===== src/hdl/spc_pkg.sv =====
// ----------------------------------------------------------------------------
// spc_pkg
// Shared constants and types for the servo position P controller: field
// widths, register indexes and reset values, and fixed-point constants.
// ----------------------------------------------------------------------------
package spc_pkg;

  localparam int ANGLE_W    = 17;  // Q.8 degrees, 0..69120
  localparam int STATE_W    = 25;  // Q.16 degrees filter state
  localparam int ERR_W      = 18;
  localparam int DRIVE_W    = 8;
  localparam int MAG_W      = 7;
  localparam int DUTY_W     = 24;
  localparam int CFG_ADDR_W = 3;
  localparam int CFG_DATA_W = 24;

  localparam logic [ANGLE_W-1:0] FULL_Q8    = 17'd69120;
  localparam logic [MAG_W-1:0]   FULL_DRIVE = 7'd100;

  // floor(2^32 / 100) for the duty scaling
  localparam int                 DUTY_SHIFT = 32;
  localparam logic [25:0]        DUTY_RECIP = 26'd42949672;

  typedef enum logic [CFG_ADDR_W-1:0] {
    CFG_ALPHA      = 3'd0,
    CFG_DEADZONE   = 3'd1,
    CFG_SATURATION = 3'd2,
    CFG_GAIN       = 3'd3,
    CFG_LOW_STOP   = 3'd4,
    CFG_HIGH_STOP  = 3'd5,
    CFG_MIN_DRIVE  = 3'd6,
    CFG_PWM_TOP    = 3'd7
  } cfg_idx_t;

  localparam logic [15:0] RST_ALPHA      = 16'd3277;
  localparam logic [16:0] RST_DEADZONE   = 17'd256;
  localparam logic [16:0] RST_SATURATION = 17'd12800;
  localparam logic [15:0] RST_GAIN       = 16'd512;
  localparam logic [16:0] RST_LOW_STOP   = 17'd1280;
  localparam logic [16:0] RST_HIGH_STOP  = 17'd67840;
  localparam logic [6:0]  RST_MIN_DRIVE  = 7'd12;
  localparam logic [23:0] RST_PWM_TOP    = 24'd89999;

endpackage


===== src/hdl/spc_in_if.sv =====
// ----------------------------------------------------------------------------
// spc_in_if
// Sample channel: one beat carries a setpoint and a position reading.
// ----------------------------------------------------------------------------
interface spc_in_if #(
  parameter int SAMPLE_BITS = 12
);
  logic                   valid;
  logic                   ready;
  logic [SAMPLE_BITS-1:0] setpoint_sample;
  logic [SAMPLE_BITS-1:0] position_sample;

  modport source (output valid, output setpoint_sample, output position_sample, input ready);
  modport sink   (input valid, input setpoint_sample, input position_sample, output ready);
endinterface


===== src/hdl/spc_out_if.sv =====
// ----------------------------------------------------------------------------
// spc_out_if
// Drive channel: one beat carries the drive command, direction, PWM compare
// value and the filtered error.
// ----------------------------------------------------------------------------
interface spc_out_if;
  import spc_pkg::*;

  logic                      valid;
  logic                      ready;
  logic signed [DRIVE_W-1:0] drive_percent;
  logic                      forward;
  logic [DUTY_W-1:0]         duty_compare;
  logic signed [ERR_W-1:0]   error_angle;

  modport source (output valid, output drive_percent, output forward, output duty_compare,
                  output error_angle, input ready);
  modport sink   (input valid, input drive_percent, input forward, input duty_compare,
                  input error_angle, output ready);
endinterface


===== src/hdl/servo_position_p_controller_unit.sv =====
// ----------------------------------------------------------------------------
// servo_position_p_controller_unit
// Proportional position controller with deadzone, end-stop cutoff and PWM
// compare output.
//
// Usage:
//   in_ch  : one beat per control tick (setpoint and position readings).
//   out_ch : one beat per input beat (drive %, direction, duty, error).
//   cfg_*  : register writes, to be issued only while the block is idle.
// Timing:
//   An item runs through one shared signed multiplier under a sequencer:
//   two multiply/correct passes for the angle scaling, two for the
//   low-pass filters, one for the gain, and for the duty scaling two
//   multiplies and one correction. in_ch.ready is high only while the
//   sequencer is idle, so a new item is not taken until the last is done.
//   A finished result sits in the output register; the next item is taken
//   meanwhile, and its last step waits until out_ch.ready frees the register.
// Reset:
//   Registers go to their defaults, filter state to zero, no output pending.
// ----------------------------------------------------------------------------
module servo_position_p_controller_unit #(
  parameter int SAMPLE_BITS = 12
) (
  input  logic                          clk,
  input  logic                          rst_n,
  spc_in_if.sink                        in_ch,
  spc_out_if.source                     out_ch,
  input  logic                          cfg_we,
  input  logic [spc_pkg::CFG_ADDR_W-1:0] cfg_addr,
  input  logic [spc_pkg::CFG_DATA_W-1:0] cfg_wdata
);
  import spc_pkg::*;

  localparam int XW    = SAMPLE_BITS + ANGLE_W;          // scaled sample width
  localparam int MAW   = ((XW > 31) ? XW : 31) + 1;      // multiplier operand A
  localparam int MBW   = 27;                             // multiplier operand B
  localparam int PW    = MAW + MBW;
  localparam int ANG_K = XW;
  localparam logic [XW-1:0]  ANG_DIV   = XW'((64'd1 << SAMPLE_BITS) - 64'd1);
  localparam logic [XW-1:0]  ANG_HALF  = XW'((64'd1 << (SAMPLE_BITS - 1)) - 64'd1);
  localparam logic [MBW-1:0] ANG_RECIP =
    MBW'((64'd1 << ANG_K) / ((64'd1 << SAMPLE_BITS) - 64'd1));

  typedef enum logic [3:0] {
    ST_IDLE,
    ST_ASP_MUL, ST_ASP_FIX,
    ST_APS_MUL, ST_APS_FIX,
    ST_FSP_MUL, ST_FSP_FIX,
    ST_FPS_MUL, ST_FPS_FIX,
    ST_ERR,
    ST_GAIN_MUL, ST_GAIN_FIX,
    ST_DUTY_MUL, ST_RECIP_MUL, ST_DUTY_FIX
  } state_t;

  // configuration
  logic [15:0]        alpha_r;
  logic [16:0]        deadzone_r;
  logic [16:0]        saturation_r;
  logic [15:0]        gain_r;
  logic [16:0]        low_stop_r;
  logic [16:0]        high_stop_r;
  logic [MAG_W-1:0]   min_drive_r;
  logic [DUTY_W-1:0]  pwm_top_r;

  // datapath
  state_t                  state_r;
  logic [SAMPLE_BITS-1:0]  sp_smp_r, ps_smp_r;
  logic [ANGLE_W-1:0]      sp_ang_r, ps_ang_r;
  logic [STATE_W-1:0]      spf_r, psf_r;
  logic signed [PW-1:0]    prod_r;
  logic signed [ERR_W:0]   err_r;
  logic [ERR_W-1:0]        ae_r;
  logic                    neg_r;
  logic [ERR_W-1:0]        pos_q8_r;
  logic [MAG_W-1:0]        mag_r;
  logic [30:0]             dval_r;

  logic                      out_valid_r;
  logic signed [DRIVE_W-1:0] drive_r;
  logic                      forward_r;
  logic [DUTY_W-1:0]         duty_r;
  logic [ERR_W-1:0]          error_r;

  always_ff @(posedge clk) begin
    if (!rst_n) begin
      alpha_r      <= RST_ALPHA;
      deadzone_r   <= RST_DEADZONE;
      saturation_r <= RST_SATURATION;
      gain_r       <= RST_GAIN;
      low_stop_r   <= RST_LOW_STOP;
      high_stop_r  <= RST_HIGH_STOP;
      min_drive_r  <= RST_MIN_DRIVE;
      pwm_top_r    <= RST_PWM_TOP;
    end else if (cfg_we) begin
      case (cfg_addr)
        CFG_ALPHA:      alpha_r      <= cfg_wdata[15:0];
        CFG_DEADZONE:   deadzone_r   <= cfg_wdata[16:0];
        CFG_SATURATION: saturation_r <= cfg_wdata[16:0];
        CFG_GAIN:       gain_r       <= cfg_wdata[15:0];
        CFG_LOW_STOP:   low_stop_r   <= cfg_wdata[16:0];
        CFG_HIGH_STOP:  high_stop_r  <= cfg_wdata[16:0];
        CFG_MIN_DRIVE:  min_drive_r  <= cfg_wdata[6:0];
        CFG_PWM_TOP:    pwm_top_r    <= cfg_wdata[23:0];
        default: ;
      endcase
    end
  end

  // ---------------- angle scaling: x = s*69120 + (M-1)/2, q = x / M
  logic [SAMPLE_BITS-1:0] smp_sel;
  logic [XW-1:0]          smp_ext, x_val, qm, rem_ang;
  logic [ANGLE_W-1:0]     q0_ang, ang_nxt;

  assign smp_sel = (state_r == ST_ASP_MUL || state_r == ST_ASP_FIX) ? sp_smp_r : ps_smp_r;
  assign smp_ext = XW'(smp_sel);
  assign x_val   = (smp_ext << 16) + (smp_ext << 11) + (smp_ext << 10) + (smp_ext << 9)
                 + ANG_HALF;
  assign q0_ang  = prod_r[ANG_K +: ANGLE_W];
  assign qm      = (XW'(q0_ang) << SAMPLE_BITS) - XW'(q0_ang);
  assign rem_ang = x_val - qm;
  // reciprocal estimate is at most one low
  assign ang_nxt = q0_ang + ANGLE_W'(rem_ang >= ANG_DIV);

  // ---------------- low-pass: f' = f + round(alpha*(x - f) / 2^16)
  logic                  fsp_sel;
  logic [ANGLE_W-1:0]    ang_sel;
  logic [STATE_W-1:0]    f_sel, fil_nxt;
  logic signed [25:0]    fdiff;
  logic signed [PW-1:0]  frnd, fstep;

  assign fsp_sel = (state_r == ST_FSP_MUL || state_r == ST_FSP_FIX);
  assign ang_sel = fsp_sel ? sp_ang_r : ps_ang_r;
  assign f_sel   = fsp_sel ? spf_r : psf_r;
  assign fdiff   = $signed({1'b0, ang_sel, 8'b0}) - $signed({1'b0, f_sel});
  assign frnd    = prod_r + $signed(PW'(32'd32768));
  assign fstep   = frnd >>> 16;
  assign fil_nxt = f_sel + fstep[STATE_W-1:0];

  // ---------------- error
  logic [ERR_W-1:0]    sp_q8, ps_q8, ae_nxt;
  logic signed [ERR_W:0] err_nxt;

  assign sp_q8   = ERR_W'((26'(spf_r) + 26'd128) >> 8);
  assign ps_q8   = ERR_W'((26'(psf_r) + 26'd128) >> 8);
  assign err_nxt = $signed({1'b0, sp_q8}) - $signed({1'b0, ps_q8});
  assign ae_nxt  = err_nxt[ERR_W] ? ERR_W'(-err_nxt) : err_nxt[ERR_W-1:0];

  // ---------------- gain, deadzone, saturation, end stops
  logic [PW-1:0]    gsum;
  logic [PW-17:0]   p_big;
  logic [MAG_W-1:0] mag_raw, mag_nxt, m_sel;
  logic             stop_cut;

  assign gsum  = $unsigned(prod_r) + PW'(32'd32768);
  assign p_big = gsum[PW-1:16];

  always_comb begin
    if (ae_r < {1'b0, deadzone_r}) begin
      mag_raw = '0;
    end else if (ae_r > {1'b0, saturation_r}) begin
      mag_raw = FULL_DRIVE;
    end else if (p_big > (PW-16)'(FULL_DRIVE)) begin
      mag_raw = FULL_DRIVE;
    end else begin
      mag_raw = p_big[MAG_W-1:0];
    end
  end

  assign stop_cut = (neg_r && pos_q8_r <= {1'b0, low_stop_r}) ||
                    (!neg_r && pos_q8_r >= {1'b0, high_stop_r});
  assign mag_nxt  = stop_cut ? '0 : mag_raw;
  assign m_sel    = (mag_r < min_drive_r) ? min_drive_r : mag_r;

  // ---------------- duty = max(m,min)*(top+1)/100, capped at top, 0 if m is 0
  logic [24:0]             q0d, qd;
  logic [31:0]             qd100, rem_d;
  logic [DUTY_W-1:0]       duty_nxt;
  logic signed [DRIVE_W-1:0] drive_nxt;

  assign q0d   = prod_r[DUTY_SHIFT +: 25];
  assign qd100 = (32'(q0d) << 6) + (32'(q0d) << 5) + (32'(q0d) << 2);
  assign rem_d = {1'b0, dval_r} - qd100;
  assign qd    = q0d + 25'(rem_d >= 32'd100);

  always_comb begin
    if (mag_r == '0) begin
      duty_nxt = '0;
    end else if (qd > {1'b0, pwm_top_r}) begin
      duty_nxt = pwm_top_r;
    end else begin
      duty_nxt = qd[DUTY_W-1:0];
    end
  end

  assign drive_nxt = neg_r ? -$signed({1'b0, mag_r}) : $signed({1'b0, mag_r});

  // ---------------- shared multiplier
  logic signed [MAW-1:0] mul_a;
  logic signed [MBW-1:0] mul_b;
  logic signed [PW-1:0]  prod_nxt;

  always_comb begin
    case (state_r)
      ST_ASP_MUL, ST_APS_MUL: begin
        mul_a = MAW'(x_val);
        mul_b = ANG_RECIP;
      end
      ST_FSP_MUL, ST_FPS_MUL: begin
        mul_a = MAW'(alpha_r);
        mul_b = {{(MBW-26){fdiff[25]}}, fdiff};
      end
      ST_GAIN_MUL: begin
        mul_a = MAW'(ae_r);
        mul_b = MBW'(gain_r);
      end
      ST_DUTY_MUL: begin
        mul_a = MAW'({1'b0, pwm_top_r} + 25'd1);
        mul_b = MBW'(m_sel);
      end
      ST_RECIP_MUL: begin
        mul_a = MAW'(prod_r[30:0]);
        mul_b = MBW'(DUTY_RECIP);
      end
      default: begin
        mul_a = '0;
        mul_b = '0;
      end
    endcase
  end

  assign prod_nxt = mul_a * mul_b;

  // ---------------- sequencer
  always_ff @(posedge clk) begin
    if (!rst_n) begin
      state_r     <= ST_IDLE;
      out_valid_r <= 1'b0;
      spf_r       <= '0;
      psf_r       <= '0;
    end else begin
      if (out_valid_r && out_ch.ready && state_r != ST_DUTY_FIX) begin
        out_valid_r <= 1'b0;
      end
      case (state_r)
        ST_IDLE: begin
          if (in_ch.valid) begin
            sp_smp_r <= in_ch.setpoint_sample;
            ps_smp_r <= in_ch.position_sample;
            state_r  <= ST_ASP_MUL;
          end
        end
        ST_ASP_MUL: begin
          prod_r  <= prod_nxt;
          state_r <= ST_ASP_FIX;
        end
        ST_ASP_FIX: begin
          sp_ang_r <= FULL_Q8 - ang_nxt;
          state_r  <= ST_APS_MUL;
        end
        ST_APS_MUL: begin
          prod_r  <= prod_nxt;
          state_r <= ST_APS_FIX;
        end
        ST_APS_FIX: begin
          ps_ang_r <= ang_nxt;
          state_r  <= ST_FSP_MUL;
        end
        ST_FSP_MUL: begin
          prod_r  <= prod_nxt;
          state_r <= ST_FSP_FIX;
        end
        ST_FSP_FIX: begin
          spf_r   <= fil_nxt;
          state_r <= ST_FPS_MUL;
        end
        ST_FPS_MUL: begin
          prod_r  <= prod_nxt;
          state_r <= ST_FPS_FIX;
        end
        ST_FPS_FIX: begin
          psf_r   <= fil_nxt;
          state_r <= ST_ERR;
        end
        ST_ERR: begin
          err_r    <= err_nxt;
          ae_r     <= ae_nxt;
          neg_r    <= err_nxt[ERR_W];
          pos_q8_r <= ps_q8;
          state_r  <= ST_GAIN_MUL;
        end
        ST_GAIN_MUL: begin
          prod_r  <= prod_nxt;
          state_r <= ST_GAIN_FIX;
        end
        ST_GAIN_FIX: begin
          mag_r   <= mag_nxt;
          state_r <= ST_DUTY_MUL;
        end
        ST_DUTY_MUL: begin
          prod_r  <= prod_nxt;
          state_r <= ST_RECIP_MUL;
        end
        ST_RECIP_MUL: begin
          dval_r  <= prod_r[30:0];
          prod_r  <= prod_nxt;
          state_r <= ST_DUTY_FIX;
        end
        ST_DUTY_FIX: begin
          // hold here while the previous beat is still unclaimed
          if (!out_valid_r || out_ch.ready) begin
            out_valid_r <= 1'b1;
            drive_r     <= drive_nxt;
            forward_r   <= !(neg_r && mag_r != '0);
            duty_r      <= duty_nxt;
            error_r     <= err_r[ERR_W-1:0];
            state_r     <= ST_IDLE;
          end
        end
        default: state_r <= ST_IDLE;
      endcase
    end
  end

  assign in_ch.ready          = (state_r == ST_IDLE);
  assign out_ch.valid         = out_valid_r;
  assign out_ch.drive_percent = drive_r;
  assign out_ch.forward       = forward_r;
  assign out_ch.duty_compare  = duty_r;
  assign out_ch.error_angle   = error_r;

  // ---------------- checks
  a_busy_after_beat: assert property (@(posedge clk) disable iff (!rst_n)
    (in_ch.valid && in_ch.ready) |=> !in_ch.ready)
    else $error("input taken while sequencer busy");

  a_drive_range: assert property (@(posedge clk) disable iff (!rst_n)
    out_ch.valid |-> (out_ch.drive_percent <= 8'sd100 && out_ch.drive_percent >= -8'sd100))
    else $error("drive out of range");

  a_zero_drive: assert property (@(posedge clk) disable iff (!rst_n)
    (out_ch.valid && out_ch.drive_percent == '0) |-> (out_ch.duty_compare == '0 &&
                                                      out_ch.forward))
    else $error("zero drive with nonzero duty or reverse direction");

  a_duty_cap: assert property (@(posedge clk) disable iff (!rst_n)
    out_ch.valid |-> out_ch.duty_compare <= pwm_top_r)
    else $error("duty above pwm top");

  a_direction: assert property (@(posedge clk) disable iff (!rst_n)
    out_ch.valid |-> (out_ch.forward == !out_ch.drive_percent[DRIVE_W-1]))
    else $error("direction disagrees with drive sign");

endmodule

===== src/flat_wrapper.sv =====
// flat-port wrapper written by rule: the top's interface ports become plain ports
module servo_position_p_controller_unit_flat import spc_pkg::*;
#(
  parameter int SAMPLE_BITS = 12
)
  (clk, rst_n, cfg_we, cfg_addr, cfg_wdata, in_ch_valid, in_ch_setpoint_sample, in_ch_position_sample, in_ch_ready, out_ch_valid, out_ch_drive_percent, out_ch_forward, out_ch_duty_compare, out_ch_error_angle, out_ch_ready);
  spc_in_if #(.SAMPLE_BITS(SAMPLE_BITS)) in_ch_i ();
  spc_out_if out_ch_i ();
  input  logic clk;
  input  logic rst_n;
  input  logic cfg_we;
  input  logic [spc_pkg::CFG_ADDR_W-1:0] cfg_addr;
  input  logic [spc_pkg::CFG_DATA_W-1:0] cfg_wdata;
  input wire logic [$bits(in_ch_i.valid)-1:0] in_ch_valid;
  input wire logic [$bits(in_ch_i.setpoint_sample)-1:0] in_ch_setpoint_sample;
  input wire logic [$bits(in_ch_i.position_sample)-1:0] in_ch_position_sample;
  output wire logic [$bits(in_ch_i.ready)-1:0] in_ch_ready;
  output wire logic [$bits(out_ch_i.valid)-1:0] out_ch_valid;
  output wire logic [$bits(out_ch_i.drive_percent)-1:0] out_ch_drive_percent;
  output wire logic [$bits(out_ch_i.forward)-1:0] out_ch_forward;
  output wire logic [$bits(out_ch_i.duty_compare)-1:0] out_ch_duty_compare;
  output wire logic [$bits(out_ch_i.error_angle)-1:0] out_ch_error_angle;
  input wire logic [$bits(out_ch_i.ready)-1:0] out_ch_ready;
  assign in_ch_i.valid = in_ch_valid;
  assign in_ch_i.setpoint_sample = in_ch_setpoint_sample;
  assign in_ch_i.position_sample = in_ch_position_sample;
  assign in_ch_ready = in_ch_i.ready;
  assign out_ch_valid = out_ch_i.valid;
  assign out_ch_drive_percent = out_ch_i.drive_percent;
  assign out_ch_forward = out_ch_i.forward;
  assign out_ch_duty_compare = out_ch_i.duty_compare;
  assign out_ch_error_angle = out_ch_i.error_angle;
  assign out_ch_i.ready = out_ch_ready;
  servo_position_p_controller_unit #(.SAMPLE_BITS(SAMPLE_BITS)) u_core (.clk(clk), .rst_n(rst_n), .in_ch(in_ch_i), .out_ch(out_ch_i), .cfg_we(cfg_we), .cfg_addr(cfg_addr), .cfg_wdata(cfg_wdata));
endmodule

===== config.mk =====
export PLATFORM = sky130hd
export DESIGN_NAME = servo_position_p_controller_unit_flat
export DESIGN_NICKNAME = d
export VERILOG_FILES = /design/src/hdl/spc_pkg.sv /design/src/hdl/spc_in_if.sv /design/src/hdl/spc_out_if.sv /design/src/hdl/servo_position_p_controller_unit.sv /design/src/flat_wrapper.sv
export SDC_FILE = /design/constraint.sdc
export NUM_CORES = 2
export LEC_CHECK = 0
export ABC_CLOCK_PERIOD_IN_PS = 25500
export BUFFER_PORTS_ARGS = -buffer_cell sky130_fd_sc_hd__clkbuf_2
export CAP_MARGIN = 20
export CELL_PAD_IN_SITES_DETAIL_PLACEMENT = 0
export CELL_PAD_IN_SITES_GLOBAL_PLACEMENT = 2
export CORE_MARGIN = 1.5
export CORE_UTILIZATION = 43
export DETAILED_ROUTE_END_ITERATION = 16
export PLACE_DENSITY = 0.86
export SLEW_MARGIN = 0
export SYNTH_ARGS = -nofsm -noshare
export SYNTH_HDL_FRONTEND = slang
export SYNTH_SLANG_ARGS = --single-unit
export TNS_END_PERCENT = 30

===== constraint.sdc =====
create_clock -name clk -period 25.5 [get_ports clk]
set_input_delay 2.55 -clock clk [delete_from_list [all_inputs] [get_ports clk]]
set_output_delay 2.55 -clock clk [all_outputs]
set_load 0.02 [all_outputs]

**Word-level counts from Yosys, hierarchy flattened**

Cells that the tools add are included.

- Input bits: 56
- Memory bits (read-only): 0
- Memories kept: 0
- Latch bits: 0
- Memory bits (writable): 0
- Word-level logic and storage cells: 140
- Register bits after elaboration: 447

- Shift-type cells: 0
- Add/sub/neg operators: 22
- Order comparisons: 9
- Multiply operators: 1
- Bitwise gates (word level): 0
- Divide/modulo/power cells: 0
- Muxes and demuxes: 17
- Reduce and logical (&&, ||, !) cells: 38
- Eq/ne operators: 24

Operators with widths:

| kind | count |
|---|---|
| $pmux W31 S5 | 1 |
| $pmux W27 S5 | 1 |
| $pmux W4 S15 | 1 |
| $add A59 B16 Y59 const B | 1 |
| $mul A32 B27 Y59 | 1 |
| $add A25 B8 Y26 const B | 2 |
| $gt A43 B7 Y1 const B | 1 |
| $add A41 B17 Y41 const B | 1 |
| $add A31 B30 Y32 | 1 |
| $add A32 B27 Y32 | 1 |
| $ge A32 B7 Y1 const B | 1 |
| $sub A31 B32 Y32 | 1 |
| $reduce_and A2 Y1 | 15 |
| $add A28 B23 Y29 | 1 |
| $add A29 B11 Y29 const B | 1 |
| $add A29 B21 Y29 | 1 |
| $add A29 B22 Y29 | 1 |
| $ge A29 B12 Y1 const B | 1 |
| $sub A29 B17 Y29 | 1 |
| $sub A29 B29 Y29 | 1 |
| $eq A4 B4 Y1 const B | 7 |
| $mux W7 | 4 |
| $sub A25 B25 Y26 | 1 |
| $add A24 B1 Y25 const B | 1 |
| other kinds (40) | 63 |

**Logic depth before layout (Yosys ltp)**

- Word-level depth: 11
- Mapped depth: 47

**Worst setup path before layout**

OpenSTA, ideal clock, no wires.

- Path kind: register -> register
- From: register u_core.state_r[0]
- To: register u_core.prod_r[58] (data pin)
- Path buffers: 2
- Library setup time: 0.188 ns
- Setup slack: 14.412 ns
- Required time: 25.312 ns
- Period minus slack after synthesis: 11.088 ns
- Data arrival time: 10.900 ns
- Stages on the path, launching flop included: 43
- Path through: dfxtp_1 > buf_2 > xor2_1 > nor3b_2 > clkbuf_1 > mux2i_1 > inv_1 > ha_1 > xnor2_1 > ha_1 > ha_1 > a31o_2 > a21oi_1 > o21ai_0 > a21oi_1 > o31ai_1 > a21oi_1 > xnor2_1 > [7 not listed] > fa_1 > inv_1 > fa_1 > fa_1 > inv_1 > fa_1 > inv_1 > ha_1 > and4_1 > and3_1 > a221oi_1 > o21ai_0 > a221oi_1 > a21oi_1 > o21ai_0 > a21oi_1 > o21a_1 > o41ai_1

- Longest elaborated chain between the ends: 9

RTL lines:

| item | line | text |
|---|---|---|
| from (decl) | servo_position_p_controller_unit.sv:66 | `state_t state_r;` |
| from (signal assigned) | servo_position_p_controller_unit.sv:236 | `state_r <= ST_IDLE;` |
| from (signal assigned) | servo_position_p_controller_unit.sv:249 | `state_r <= ST_ASP_MUL;` |
| from (signal assigned) | servo_position_p_controller_unit.sv:254 | `state_r <= ST_ASP_FIX;` |
| $eq A4 B1 Y1 / $eq A4 B2 Y1 (equally long branches) | servo_position_p_controller_unit.sv:114, servo_position_p_controller_unit.sv:203 |  |
| $logic_or A1 B1 Y1 | servo_position_p_controller_unit.sv:114 | `assign smp_sel = (state_r == ST_ASP_MUL \|\| state_r == ST_ASP_FIX) ? sp_smp_r : ps_smp_r;` |
| $mux W12 | servo_position_p_controller_unit.sv:114 |  |
| $add A28 B23 Y29 | servo_position_p_controller_unit.sv:116 | `assign x_val = (smp_ext << 16) + (smp_ext << 11) + (smp_ext << 10) + (smp_ext << 9)` |
| $add A29 B22 Y29 | servo_position_p_controller_unit.sv:116 |  |
| $add A29 B21 Y29 | servo_position_p_controller_unit.sv:116 |  |
| $add A29 B11 Y29 | servo_position_p_controller_unit.sv:117 | `+ ANG_HALF;` |
| $pmux W31 S5 | servo_position_p_controller_unit.sv:203 | `case (state_r)` |
| $mul A32 B27 Y59 (*) | servo_position_p_controller_unit.sv:231 | `assign prod_nxt = mul_a * mul_b;` |
| named net u_core.prod_nxt[58] | servo_position_p_controller_unit.sv:200 | `logic signed [PW-1:0] prod_nxt;` |
| to (signal assigned) | servo_position_p_controller_unit.sv:253 | `prod_r <= prod_nxt;` |
| to (signal assigned) | servo_position_p_controller_unit.sv:261 | `prod_r <= prod_nxt;` |
| to (signal assigned) | servo_position_p_controller_unit.sv:269 | `prod_r <= prod_nxt;` |
| to (decl) | servo_position_p_controller_unit.sv:70 | `logic signed [PW-1:0] prod_r;` |

Mark *: on every way through the listed nets, which the timed path passes. The rest lies on a longest branch.
A chain may end at the register's enable or synchronous reset.

**Worst setup path after layout**

Same ends and word-level chain as after synthesis.

==> results.yml <==
run:
  maxCapViolCount: 0
die:
  dieArea_um2: 134700
  rows: 133
  die_x_um: 367.1
  coreArea_um2: 131500
  start_util_pct: 43.35
  pin_count: 109
  dieHeight_um: 367.1
routing:
  highest_layer: "met5"
  dr_wl_met3_um: 13760
  wl_met1_um: 84930
  viasPerCell: 5.395
  ant_nets: 0
  first_pass_iters: 6
  vias: 45150
  drt_wl_total_um: 197100
  route.met2.wl_um: 89520
  dr.first_iter.drc_count: 3659
  avgRoutedWirePerCell_um: 23.55
  drc: 0
placement:
  port_buffers: 108
  gp_congestion: 0.9680
  dpl_cell_area_um2: 60360
  hpwlAfterDp_um: 161400
global_routing:
  gr-total-overflow: 0
  grt_pass1_wl_um: 296800
  antenna_found_initial: 8
  grt_pass1_vias: 46160
  track_usage_pct: 29.64
  grt_start_max_net_pins: 69
synth:
  synth_edf_count: 260
  syn_inst: 6373
  synth.distinct_cells: 92
  syn_area_um2: 56990
  ys_seq_area_share_pct: 20.23
  synth_warnings: 0
  synth_top_flop_cell: "edfxtp_1"
  ys_ff_latch: 446
  syn_avg_cell_area_um2: 8.943
  async_reset_ff_share_pct: 0
worst_setup_path:
  critPathMaxStageDelay_ps: 880
  path_buf_inv: 5
  crit_fanout: 17
  cp-end-kind: "flop"
  path_common_cell: "fa_1"
  worst_ep_arrival_time_ps: 14290
  slowest_stage: "nor3b_4"
  ff2ff_path_depth: 40
  critical_path_class: "flop to flop"
  path_depth: 40
  start_kind: "flop"
  path_delay_family: "adder cells"
  required_ps: 25940
finish:
  layout_commonest_cell: "inv_1"
  final_cell_mix: "inv_1, nand2_1, fa_1"
  drive_gt1_share_pct: 6.234
  fin_nets: 7915
  layout-area-overhead-vs-synth_pct: 9.221
  post-route-cell-area_um2: 62250
sta:
  slew_headroom_pct: 22.30
  drv_slew: 0
  layout_min_cycle_time_ps: 13850
  fmax_ghz: 0.07222
  hold_viol: 0
  tns_ps: 0
  worst-slew-pin-transition_ps: 1165
  hold_slack_ps: 422.3
  setup_viol: 0
  finalClockSkew_ps: 29.55
  period_share_pct: 54.30
  rsz0062_at_grt: "false"
pwr:
  ir_drop_mv: 0.2047
  p_per_area_nw_per_um2: 119.1
  power.leakage_uw: 0.02912
clock_tree:
  cts.reportedPaths.clkPinSlew_ps: 70
  cts_made_buffers: 54
  cts_tree: "done"
  holdBufCountCts: 0
  ctsResizeCount: 0
  clk_latency_ps: 670
  cts_buffer_depth: 3
  cts.sinks: 446
  cts.htree.levels: 2
  post_cts_buffers: 0
  clock-root-buffer: "clkbuf_16"
run_status:
  status: "finished clean"
hold_path:
  hold_path_depth: 0
  worstHoldPathType: "flop to flop"
state kept, by name (all words and copies together), names as in the netlist, 17 cells and up:
register and cells:
u_core.prod_r 59, u_core.high_stop_r 17, u_core.sp_ang_r 17, u_core.deadzone_r 17, u_core.psf_r 25, u_core.ae_r 18, u_core.ps_ang_r 17, u_core.err_r 17
u_core.pos_q8_r 18, u_core.dval_r 31, u_core.out_ch.error_angle 18, u_core.saturation_r 17, u_core.out_ch.duty_compare 24, u_core.low_stop_r 17, u_core.spf_r 25, u_core.pwm_top_r 24
layout make-up:
type | instances | area, um2
Tap cell | 1755 | 2196
Sequential cell | 446 | 11530
Inverter | 1229 | 4616
Antenna cell | 5 | 12.51
Timing Repair Buffer | 212 | 1330
Clock inverter | 42 | 447.9
Fill cell | 12850 | 69220
Multi-Input combinational cell | 4620 | 40700
Clock buffer | 60 | 1416
cells in the mapped netlist, drive strengths merged, types with 36 or more instances:
cell    number  area share, %
a21oi      349            3.1
and3        36           0.40
o21a        37           0.49
dfxtp      186            6.5
mux2i       39           0.68
xnor2      232            3.6
nor3       120            1.1
nor2b       46           0.50
nand3      148            1.3
nand2      880            5.8
and2        74           0.81
ha         509             11
a21o       106            1.4
nand2b      41           0.45
clkbuf     210            1.4
o21ai      150            1.3
xor2        67            1.0
edfxtp     260             14
nand4       63           0.69
inv       1228            8.1
fa         787             28
nor2       337            2.2
worst reg2reg max path, delay by kind of cell, from the launching register on:
kind / cells / cell delay, ps
AND/OR/NAND/NOR: 4 / 1670
AO/OA/AOI/OAI: 16 / 4530
buffers and inverters: 5 / 410
multiplexers: 1 / 810
adder cells (fa/ha/maj): 11 / 4970
flip-flops: 1 / 700
XOR/XNOR: 3 / 560
path summary, 6_finish.rpt:
path	startpoint	endpoint	slack (ps)
max	u_core.state_r[0]$_SDFFE_PN0P_	u_core.prod_r[58]$_DFFE_PP_	11650
min	u_core.err_r[11]$_DFFE_PP_	u_core.out_ch.error_angle[11]$_DFFE_PP_	420
max reg2reg	u_core.state_r[0]$_SDFFE_PN0P_	u_core.prod_r[58]$_DFFE_PP_	11650
min reg2reg	u_core.err_r[11]$_DFFE_PP_	u_core.out_ch.error_angle[11]$_DFFE_PP_	420
per-layer routing:
layer / GRT usage [%] / vias up
li1: - / 20830
met4: 11.40 / 4
met3: 5.031 / 294
met5: 0 / -
met1: 40.14 / 22540
met2: 47.37 / 1482
metrics by stage:
stage	worst slack [ps]	util, %	cells	total power, uW
floorplan	14410	-	6526	4851
global placement	11980	45.90	8259	6568
detailed placement	11840	45.91	8261	6568
CTS	11760	47.33	8363	7424
global route	10900	47.34	8364	8060
finish	11650	47.35	8369	7416
report_power, final:
part	total (uW)	leakage, uW	switching (uW)	internal (uW)
registers	1010	0.00388	78.9	929
logic	5580	0.0243	3500	2080
clock network	824	0.000901	355	468
total	7420	0.0291	3940	3480
cells by family after synthesis:
family / count (synthesis) / synth area share, %
compound gates: 928 / 10.43
fa+ha+maj: 1297 / 38.84
xor+xnor: 299 / 4.595
other cells: 2 / 0.01318
mux: 74 / 1.376
buf+inv: 1460 / 9.688
flops: 446 / 20.23
simple gates: 1867 / 14.83
Note: power is estimated with default switching activity, not from simulation.
